===== config.mk =====
export PLATFORM = sky130hd
export DESIGN_NAME = touch_sample_settle_filter
export DESIGN_NICKNAME = d
export VERILOG_FILES = /design/src/rtl/tssf_pkg.sv /design/src/rtl/tssf_core.sv /design/src/rtl/touch_sample_settle_filter.sv
export SDC_FILE = /design/constraint.sdc
export NUM_CORES = 1
export LEC_CHECK = 0
export BUFFER_PORTS_ARGS = -buffer_cell sky130_fd_sc_hd__buf_4
export CAP_MARGIN = 25
export CORE_MARGIN = 2
export CORE_UTILIZATION = 50
export DETAILED_ROUTE_END_ITERATION = 7
export HOLD_SLACK_MARGIN = 0.03
export PLACE_DENSITY = 0.68
export SLEW_MARGIN = 20
export SYNTH_ARGS = -nofsm -noshare
export SYNTH_HDL_FRONTEND = slang
export SYNTH_SLANG_ARGS = --single-unit

===== constraint.sdc =====
create_clock -name clk_i -period 14.54 [get_ports clk_i]
set_input_delay 1.454 -clock clk_i [delete_from_list [all_inputs] [get_ports clk_i]]
set_output_delay 1.454 -clock clk_i [all_outputs]
set_load 0.02 [all_outputs]

===== src/rtl/tssf_pkg.sv =====
// package for the touch sample settle filter
// item types, configuration types and fixed constants; no dependencies
`timescale 1ns / 1ps

package tssf_pkg;

  localparam int unsigned RawW    = 16;
  localparam int unsigned SampleW = 13;
  localparam int unsigned SizeW   = 5;
  localparam int unsigned LimitW  = 4;
  localparam int unsigned CfgIdxW = 2;

  localparam logic [SampleW-1:0] MinSeed       = 13'd5000;
  localparam logic [SizeW-1:0]   SizeLow       = 5'd3;
  localparam logic [SizeW-1:0]   SizeMaxClamp  = 5'd18;
  localparam logic [SizeW-1:0]   SizeFloor     = 5'd1;

  localparam logic [SizeW-1:0]   WindowSizeRst  = 5'd10;
  localparam logic [SampleW-1:0] SpreadLimitRst = 13'd40;
  localparam logic [LimitW-1:0]  WindowLimitRst = 4'd10;

  // register indexes on the configuration port
  typedef enum logic [CfgIdxW-1:0] {
    CFG_WINDOW_SIZE  = 2'd0,
    CFG_SPREAD_LIMIT = 2'd1,
    CFG_WINDOW_LIMIT = 2'd2
  } cfg_idx_e;

  typedef struct packed {
    logic [RawW-1:0] raw_word;
    logic            start_req;
  } in_item_t;

  typedef struct packed {
    logic [SampleW-1:0] filtered_value;
    logic               settled;
  } out_item_t;

  typedef struct packed {
    logic [SizeW-1:0]   window_size;
    logic [SampleW-1:0] spread_limit;
    logic [LimitW-1:0]  window_limit;
  } cfg_t;

  typedef struct packed {
    logic             measuring;
    logic [SizeW-1:0] sample_count;
  } status_t;

endpackage


===== src/rtl/tssf_core.sv =====
// filter state and per-item update: running average, window min/max, counters
// depends on tssf_pkg
`timescale 1ns / 1ps

module tssf_core import tssf_pkg::*; (
  input  logic      clk_i,
  input  logic      rst_ni,
  input  logic      adv_i,
  input  in_item_t  item_i,
  input  cfg_t      cfg_i,
  output logic      emit_o,
  output out_item_t result_o,
  output status_t   status_o
);

  logic [SampleW-1:0] avg_q, avg_d;
  logic [SampleW-1:0] min_q, min_d;
  logic [SampleW-1:0] max_q, max_d;
  logic [SizeW-1:0]   cnt_q, cnt_d;
  logic [LimitW-1:0]  wc_q, wc_d;
  logic               meas_q, meas_d;

  logic [SampleW-1:0] sample;
  logic [SampleW+2:0] avg_sum;
  logic [SampleW-1:0] avg_new, min_new, max_new, spread;
  logic [SizeW-1:0]   cnt_new, eff_size;
  logic [LimitW-1:0]  wc_new;

  assign sample  = item_i.raw_word[RawW-1:RawW-SampleW];
  // 3*avg + s, then divide by four
  assign avg_sum = {3'b000, avg_q} + {2'b00, avg_q, 1'b0} + {3'b000, sample};
  assign avg_new = avg_sum[SampleW+1:2];
  assign min_new = (sample < min_q) ? sample : min_q;
  assign max_new = (sample > max_q) ? sample : max_q;
  assign cnt_new = cnt_q + 1'b1;
  assign wc_new  = wc_q + 1'b1;
  assign spread  = (max_new >= min_new) ? (max_new - min_new) : '0;

  always_comb begin
    if (cfg_i.window_size < SizeLow) begin
      eff_size = SizeFloor;
    end else if (cfg_i.window_size > SizeMaxClamp) begin
      eff_size = SizeMaxClamp;
    end else begin
      eff_size = cfg_i.window_size;
    end
  end

  always_comb begin
    avg_d    = avg_q;
    min_d    = min_q;
    max_d    = max_q;
    cnt_d    = cnt_q;
    wc_d     = wc_q;
    meas_d   = meas_q;
    emit_o   = 1'b0;
    result_o = '0;
    if (item_i.start_req) begin
      // dummy read seeds the average
      avg_d  = sample;
      min_d  = MinSeed;
      max_d  = '0;
      cnt_d  = '0;
      wc_d   = '0;
      if (cfg_i.window_limit == '0) begin
        meas_d   = 1'b0;
        emit_o   = 1'b1;
        result_o = '{filtered_value: sample, settled: 1'b0};
      end else begin
        meas_d = 1'b1;
      end
    end else if (meas_q) begin
      avg_d = avg_new;
      min_d = min_new;
      max_d = max_new;
      cnt_d = cnt_new;
      if (cnt_new >= eff_size) begin
        if (spread < cfg_i.spread_limit) begin
          meas_d   = 1'b0;
          emit_o   = 1'b1;
          result_o = '{filtered_value: avg_new, settled: 1'b1};
        end else begin
          wc_d = wc_new;
          if (wc_new >= cfg_i.window_limit) begin
            meas_d   = 1'b0;
            emit_o   = 1'b1;
            result_o = '{filtered_value: avg_new, settled: 1'b0};
          end else begin
            // window failed, open a fresh one
            min_d = MinSeed;
            max_d = '0;
            cnt_d = '0;
          end
        end
      end
    end
  end

  always_ff @(posedge clk_i or negedge rst_ni) begin
    if (!rst_ni) begin
      avg_q  <= '0;
      min_q  <= MinSeed;
      max_q  <= '0;
      cnt_q  <= '0;
      wc_q   <= '0;
      meas_q <= 1'b0;
    end else if (adv_i) begin
      avg_q  <= avg_d;
      min_q  <= min_d;
      max_q  <= max_d;
      cnt_q  <= cnt_d;
      wc_q   <= wc_d;
      meas_q <= meas_d;
    end
  end

  assign status_o = '{measuring: meas_q, sample_count: cnt_q};

endmodule


===== src/rtl/touch_sample_settle_filter.sv =====
// touch sample settle filter top level: input register, filter core, result register
// a result is registered as the item ending a measurement leaves the input register
// throughput: one item per cycle; an item stalls only when a result waits in the output
// register and the core would produce another one in the same cycle
// reset: state idle, average 0, window min 5000, registers 10 / 40 / 10
// depends on tssf_pkg and tssf_core
`timescale 1ns / 1ps

module touch_sample_settle_filter import tssf_pkg::*; (
  input  logic                clk_i,
  input  logic                rst_ni,
  input  logic                in_valid_i,
  output logic                in_ready_o,
  input  in_item_t            in_item_i,
  output logic                out_valid_o,
  input  logic                out_ready_i,
  output out_item_t           out_item_o,
  input  logic                cfg_we_i,
  input  logic [CfgIdxW-1:0]  cfg_idx_i,
  input  logic [SampleW-1:0]  cfg_wdata_i
);

  cfg_t      cfg_q;
  in_item_t  s1_item_q;
  logic      s1_valid_q;
  out_item_t out_item_q;
  logic      out_valid_q;

  logic      s1_adv;
  logic      emit;
  out_item_t result;
  status_t   status;

  always_ff @(posedge clk_i or negedge rst_ni) begin
    if (!rst_ni) begin
      cfg_q <= '{window_size: WindowSizeRst, spread_limit: SpreadLimitRst,
                 window_limit: WindowLimitRst};
    end else if (cfg_we_i) begin
      case (cfg_idx_i)
        CFG_WINDOW_SIZE:  cfg_q.window_size  <= cfg_wdata_i[SizeW-1:0];
        CFG_SPREAD_LIMIT: cfg_q.spread_limit <= cfg_wdata_i;
        CFG_WINDOW_LIMIT: cfg_q.window_limit <= cfg_wdata_i[LimitW-1:0];
        default: ;
      endcase
    end
  end

  // item in stage 1 moves on unless its result would overrun a held output
  assign s1_adv     = s1_valid_q && (!emit || !out_valid_q || out_ready_i);
  assign in_ready_o = !s1_valid_q || s1_adv;

  always_ff @(posedge clk_i or negedge rst_ni) begin
    if (!rst_ni) begin
      s1_valid_q <= 1'b0;
    end else if (in_ready_o) begin
      s1_valid_q <= in_valid_i;
    end
  end

  always_ff @(posedge clk_i) begin
    if (in_valid_i && in_ready_o) begin
      s1_item_q <= in_item_i;
    end
  end

  tssf_core u_core (
    .clk_i    (clk_i),
    .rst_ni   (rst_ni),
    .adv_i    (s1_adv),
    .item_i   (s1_item_q),
    .cfg_i    (cfg_q),
    .emit_o   (emit),
    .result_o (result),
    .status_o (status)
  );

  always_ff @(posedge clk_i or negedge rst_ni) begin
    if (!rst_ni) begin
      out_valid_q <= 1'b0;
    end else if (s1_adv && emit) begin
      out_valid_q <= 1'b1;
    end else if (out_ready_i) begin
      out_valid_q <= 1'b0;
    end
  end

  always_ff @(posedge clk_i) begin
    if (s1_adv && emit) begin
      out_item_q <= result;
    end
  end

  assign out_valid_o = out_valid_q;
  assign out_item_o  = out_item_q;

  a_emit_loads_out : assert property (@(posedge clk_i) disable iff (!rst_ni)
    s1_adv && emit |=> out_valid_q)
    else $error("result of an advancing item did not reach the output register");

  a_emit_ends_meas : assert property (@(posedge clk_i) disable iff (!rst_ni)
    s1_adv && emit |=> !status.measuring)
    else $error("measurement still running after a result");

  a_count_bound : assert property (@(posedge clk_i) disable iff (!rst_ni)
    status.sample_count <= SizeMaxClamp)
    else $error("sample count ran past the largest window");

  a_stall_cause : assert property (@(posedge clk_i) disable iff (!rst_ni)
    s1_valid_q && !s1_adv |-> out_valid_q && !out_ready_i && emit)
    else $error("stage 1 stalled without a blocked result");

endmodule


# After elaboration in Yosys (flattened, before gate mapping)

Index checks and enable logic that the tools add are counted.

Bits of input ports: 37
Bits in registers: 104
Output and inout bits: 16

Add/subtract/negate cells: 5
Multiplexer cells: 46
Equality and inequality tests: 3
$lt $le $gt $ge: 8
Reductions and logical operators: 19

Operators by type and width:

| kind                                                                         | number |
|---|---|
| 13-bit 2-to-1 mux                                                            | 15 |
| 14-bit 2-to-1 mux                                                            | 6 |
| 5-bit 2-to-1 mux                                                             | 7 |
| 13-bit less-than comparator                                                  | 2 |
| 4-bit 2-to-1 mux                                                             | 4 |
| 13-bit by 14-bit adder with 15-bit output                                    | 1 |
| 15-bit by 13-bit adder with 15-bit output                                    | 1 |
| 1-bit 2-to-1 mux                                                             | 14 |
| 13-bit >= comparator                                                         | 1 |
| 13-bit greater-than comparator                                               | 1 |
| 13-bit subtractor                                                            | 1 |
| 2-bit AND reduction                                                          | 4 |
| 2-bit nonzero test                                                           | 3 |
| 5-bit by 1-bit adder with 5-bit output, second input constant                | 1 |
| 5-bit >= comparator                                                          | 1 |
| 5-bit greater-than comparator, second input constant                         | 1 |
| 5-bit by 2-bit less-than comparator with 1-bit output, second input constant | 1 |
| 4-bit by 1-bit adder with 4-bit output, second input constant                | 1 |
| 4-bit >= comparator                                                          | 1 |
| 4-bit zero test                                                              | 1 |
| 4-bit AND reduction                                                          | 1 |
| 1-bit logical AND                                                            | 3 |
| 1-bit zero test                                                              | 3 |
| 1-bit logical OR                                                             | 3 |
| 4 further kinds                                                              | 4 |

# Logic depth before layout (Yosys ltp)

Depth in word-level cells: 15
Mapped depth: 31
Gate-level depth less buffers: 28

# Hierarchy

Synthesis repeated with hierarchy kept, for this count alone.

Cell total of the unflattened synthesis: 674
Area, all modules: 7,121.8 um^2

By module, submodules not included:

| module                     | area an instance (um^2) | instances | seq. area each (um^2) | cells each |
|---|---|---|---|---|
| tssf_core                  | 5,191.2                 | 1         | 1,232.4               | 585 |
| touch_sample_settle_filter | 1,930.6                 | 1         | 1,539.0               | 89 |

# Least setup slack after synthesis

Ideal clock, no wire load.

Path type: reg-to-output
From: register s1_item_q[9] (netlist name)
To: output port in_ready_o
Stages on the path, launching flop included: 25
Data required time: 13.086 ns
Setup slack: 7.067 ns
Arrival time: 6.019 ns
Path through: edfxtp_1 > ha_1 > and3_1 > a21oi_1 > o21ai_0 > o41a_1 > a31oi_1 > buf_4 > mux2i_1 > ha_1 > a21oi_1 > o21ai_0 > a21o_1 > a31oi_1 > clkbuf_1 > nor2_1 > ha_1 > nand4_1 > or3_1 > or3_1 > or2_4 > o21ai_4 > nor3_2 > o211a_1 > inv_1

Longest elaborated chain between the ends: 14
Elaborated cells on any way between the ends: 17
Classes of those cells: add/sub (1); order compare (4); mux (7); reduce/logical (5)

RTL lines:

| item                                                                                 | RTL line                         | RTL |
|---|---|---|
| start, declared                                                                      | touch_sample_settle_filter.sv:24 | `in_item_t s1_item_q;` |
| start signal, assigned                                                               | touch_sample_settle_filter.sv:62 | `s1_item_q <= in_item_i;` |
| 13-bit greater-than comparator / 13-bit less-than comparator (equally long branches) | tssf_core.sv:34, tssf_core.sv:33 |  |
| 13-bit 2-to-1 mux (on tied branches)                                                 | tssf_core.sv:34, tssf_core.sv:33 |  |
| 13-bit subtractor / 13-bit >= comparator (equally long branches)                     | tssf_core.sv:37                  | `assign spread = (max_new >= min_new) ? (max_new - min_new) : '0;` |
| 13-bit 2-to-1 mux (*)                                                                | tssf_core.sv:37                  |  |
| 13-bit less-than comparator (*)                                                      | tssf_core.sv:78                  | `if (spread < cfg_i.spread_limit) begin` |
| 1-bit 2-to-1 mux (*)                                                                 | tssf_core.sv:78                  |  |
| 1-bit 2-to-1 mux (*)                                                                 | tssf_core.sv:77                  | `if (cnt_new >= eff_size) begin` |
| 1-bit 2-to-1 mux (*)                                                                 | tssf_core.sv:72                  | `end else if (meas_q) begin` |
| 1-bit 2-to-1 mux (*)                                                                 | tssf_core.sv:58                  | `if (item_i.start_req) begin` |
| 1-bit zero test (*)                                                                  | touch_sample_settle_filter.sv:49 | `assign s1_adv = s1_valid_q && (!emit \|\| !out_valid_q \|\| out_ready_i);` |
| 1-bit logical OR (*) (2 in a row)                                                    | touch_sample_settle_filter.sv:49 |  |
| 1-bit logical AND (*)                                                                | touch_sample_settle_filter.sv:49 |  |
| 1-bit logical OR (*)                                                                 | touch_sample_settle_filter.sv:50 | `assign in_ready_o = !s1_valid_q \|\| s1_adv;` |
| end, declared                                                                        | touch_sample_settle_filter.sv:13 | `output logic in_ready_o,` |

Every way passes the cells marked *; elsewhere a longest branch is shown, timed or not.

# Worst setup path in the final report

From: register s1_item_q[5] (netlist name)
To: output port in_ready_o

Same word-level chain as after synthesis.

==> metrics.md <==
| Metric | Value |
|---|---|
| Global-route wire length before repair | `25360 microns` |
| Status | `complete, no violations` |
| Worst setup EP type | `output pin` |
| CTS tree | `built` |
| Setup ws final | `between 5 and 6 ns` |
| Final wirelength | `roughly 15000 microns` |
| Pre-antenna DRT Iters | `7` |
| Fin crit period | `between 9 and 10 ns` |
| CP arrival | `between 7 and 8 ns` |
| Reg-to-Reg Start | `s1_item_q[5]` |
| PwrDens | `between 200 and 250 nW/um^2` |
| Clock Tree Buf Depth | `2` |
| CP peak stage delay | `0.55 ns` |
| Synth-to-Final Area Change | `13.43%` |
| Yosys cell types | `just under 70` |
| Clock-pin slew on the worst setup and hold paths | `around 0.07 ns` |
| Yosys warns | `0` |
| TNS Setup | `0 ns` |
| Fill count | `between 1000 and 1500` |
| Core area | `approximately 14000 sq um` |
| Post-synth EDFFs | `28` |
| Via count | `roughly 5300` |
| Reg-to-Reg End | `out_item_o[3]` |
| Inserted Clock Buffers | `9` |
| FF-to-FF path depth | `27` |
| Worst VDD drop | `about 0.08 mV` |
| Main synth FF type | `dfrtp_1` |
| Crit path max-delay cell type | `edfxtp_1` |
| DRC | `0` |
| Setup Viol. Count Final | `0` |
| Syn avg cell area | `10.20 sq um` |
| Pre-CTS setup slack | `approximately 5.7 ns` |
| Worst Max-Slew Pin Slew | `between 0.7 and 0.8 ns` |
| First DRT Iteration DRCs | `~330` |
| R2R setup slack | `6.33 ns` |
| Critical path required time | `13.09 ns` |
| HPWL after detailed placement | `11530 microns` |
| Vias in the first global route | `approximately 5300` |
| NumNets Final | `855` |
| Via/cell ratio | `around 5.7` |
| Post-Syn Area | `6949 sq um` |
| Gr ovfl total | `0` |
| Unrepaired setup endpoints after global routing | `false` |
| I/O Buffers | `just under 50` |
| Pleak | `between 3 and 4 nW` |
| Slew Limit Fails | `0` |
| Crit path kind | `reg2out` |
| Setup bufs post-CTS | `0` |
| Most common cell after layout, fill and taps aside | `ha_1` |
| Min-Delay Path Class | `reg2reg` |
| Number of antenna violations at the first check in global routing | `0` |
| Most frequent cells in the layout | `ha_1, nand2_1, dfrtp_1, buf_4, inv_1` |
| Final Hold Fails | `0` |
| CP startpoint | `s1_item_q[5]` |
| Asr flop ratio synth | `0.7228` |
| Ranking of synthesized cells by area | `dfrtp_1, ha_1, edfxtp_1` |
| RePlAce Congestion | `0.8946` |
| Final ANT Viol Nets | `0` |
| Vert. Die Dim | `approximately 120 microns` |
| Largest net degree at the start of global routing | `74` |
| Worst skew pair latency | `between 0.3 and 0.4 ns` |
| Startpoint type of the worst setup path | `flop` |
| Placed cell area | `7505 sq um` |
| Fmax | `between 100 and 150 MHz` |
| Final Cell Area | `~7900 sq um` |
| CP Max Fanout | `11` |
| CTS Hold Bufs | `0` |
| Synth Register Bits | `about 100` |
| Slew margin rel. | `0.5020` |
| Syn nets | `roughly 810` |
| Global-route usage over all layers | `0.2189` |
| Synth area leader | `dfrtp_1` |
| Clk_skew | `around 0.0096 ns` |
| Gate Count Post-Synth | `681` |
| Crit path to | `in_ready_o` |
| Power Total | `1.613 mW` |
| Max H-tree Level | `3` |
| Initial core utilization | `0.5065` |
| Die width | `approximately 120 microns` |
| Max-cap check violation count | `0` |
| Die area | `14860 sq um` |
| Layout cells sized above 1 | `0.1671` |
| Num ports | `53` |
| CTS Sinks | `roughly 100` |
| Post-synth top area share | `0.2233` |
| DR WL/cell | `16.57 microns` |
| Rows | `43` |
| Ant. Diodes | `0` |
| CTS Root Cell | `clkbuf_16` |
| Post_cts resized | `0` |
| Sequential fraction of the synthesis area | `0.3858` |
| Final period utilization | `0.6404` |
registers in the layout, summed over array words and instances (netlist names):
register / cells
u_core.cnt_q: 5
out_item_o: 14
cfg_q: 22
u_core.max_q: 13
s1_valid_q: 1
u_core.min_q: 13
u_core.meas_q: 1
u_core.wc_q: 4
out_valid_o: 1
u_core.avg_q: 13
s1_item_q: 14
final cells by class:
| cell class | count | area [sq um] | share of cell area |
|---|---|---|---|
| tap | 180 | 225.2 | 0.02857 |
| clock inverter | 5 | 107.6 | 0.01365 |
| clock buffer | 11 | 232.7 | 0.02952 |
| timing repair buffer | 58 | 455.4 | 0.05778 |
| inverter | 50 | 187.7 | 0.02381 |
| sequential | 101 | 2681 | 0.3402 |
| multi-input combinational | 511 | 3993 | 0.5065 |
through the flow:
stage	cells	util	hold slack, ns
floorplan	681	-	0.4658
global placement	898	0.5470	0.4839
detailed placement	898	0.5470	0.4829
CTS	914	0.5718	0.5061
global route	916	0.5746	0.5216
finish	916	0.5746	0.5012
Yosys cell counts (3+ instances only):
cell type,count
nor2_1,38
o211ai_1,7
nor2b_1,10
mux2i_1,21
nor3b_1,4
buf_2,3
nand2_1,63
a21oi_1,28
nand4_1,5
fa_1,14
dfstp_2,11
and3_1,7
a22oi_1,6
edfxtp_1,28
o22ai_2,7
a211oi_1,5
mux2_2,23
a22o_1,23
dfrtp_1,62
xor2_1,12
nor3_1,11
or3_1,4
xnor2_1,11
o31ai_1,3
nand3b_1,4
a31oi_1,8
nand3_1,7
a21o_1,14
clkbuf_1,12
nand2b_1,11
inv_1,50
ha_1,73
a21boi_0,3
a32o_1,3
o21ai_0,47
and2_1,4
logic make-up after synthesis:
logic type | count (synthesis) | synth area share
compound gates | 181 | 0.1842
buf+inv | 69 | 0.03997
mux | 44 | 0.06752
xor+xnor | 23 | 0.02899
simple gates | 176 | 0.1217
flops | 101 | 0.3858
fa+ha+maj | 87 | 0.1718
metal layers:
layer,track usage,vias to the layer above,share of wire
met5,0,-,0
met4,0.08764,0,0.017
met3,0.03184,22,0.034
met2,0.3575,119,0.49
met1,0.2938,2538,0.46
li1,-,2581,-
critical path: cells and delay by family (launching register included):
kind,cells,cell delay (ns)
AOI/OAI and AO/OA,15,3.67
adders and majority gates,4,1.29
and+or+nand+nor,4,0.87
DFF,1,0.55
buffers and inverters,3,0.51
muxes,1,0.37
xor gates and xnor gates,1,0.24
report_power, final:
group	internal [mW]	switching, mW	total (mW)
clock	0.169	0.111	0.280
combinational	0.396	0.518	0.915
sequential	0.361	0.0566	0.418
worst min-delay path by stage:
stage,startpoint,to,slack [ns],cells past startpoint
2_1_floorplan,u_core.max_q[10],u_core.max_q[10],0.47,1
3_3_place_gp,u_core.max_q[7],u_core.max_q[7],0.48,1
3_5_place_dp,u_core.max_q[9],u_core.max_q[9],0.48,1
4_1_cts,u_core.max_q[4],u_core.max_q[4],0.51,1
5_1_grt,u_core.max_q[4],u_core.max_q[4],0.52,1
6_report,u_core.max_q[7],u_core.max_q[7],0.50,1
Power figures use the tool's default switching activity.
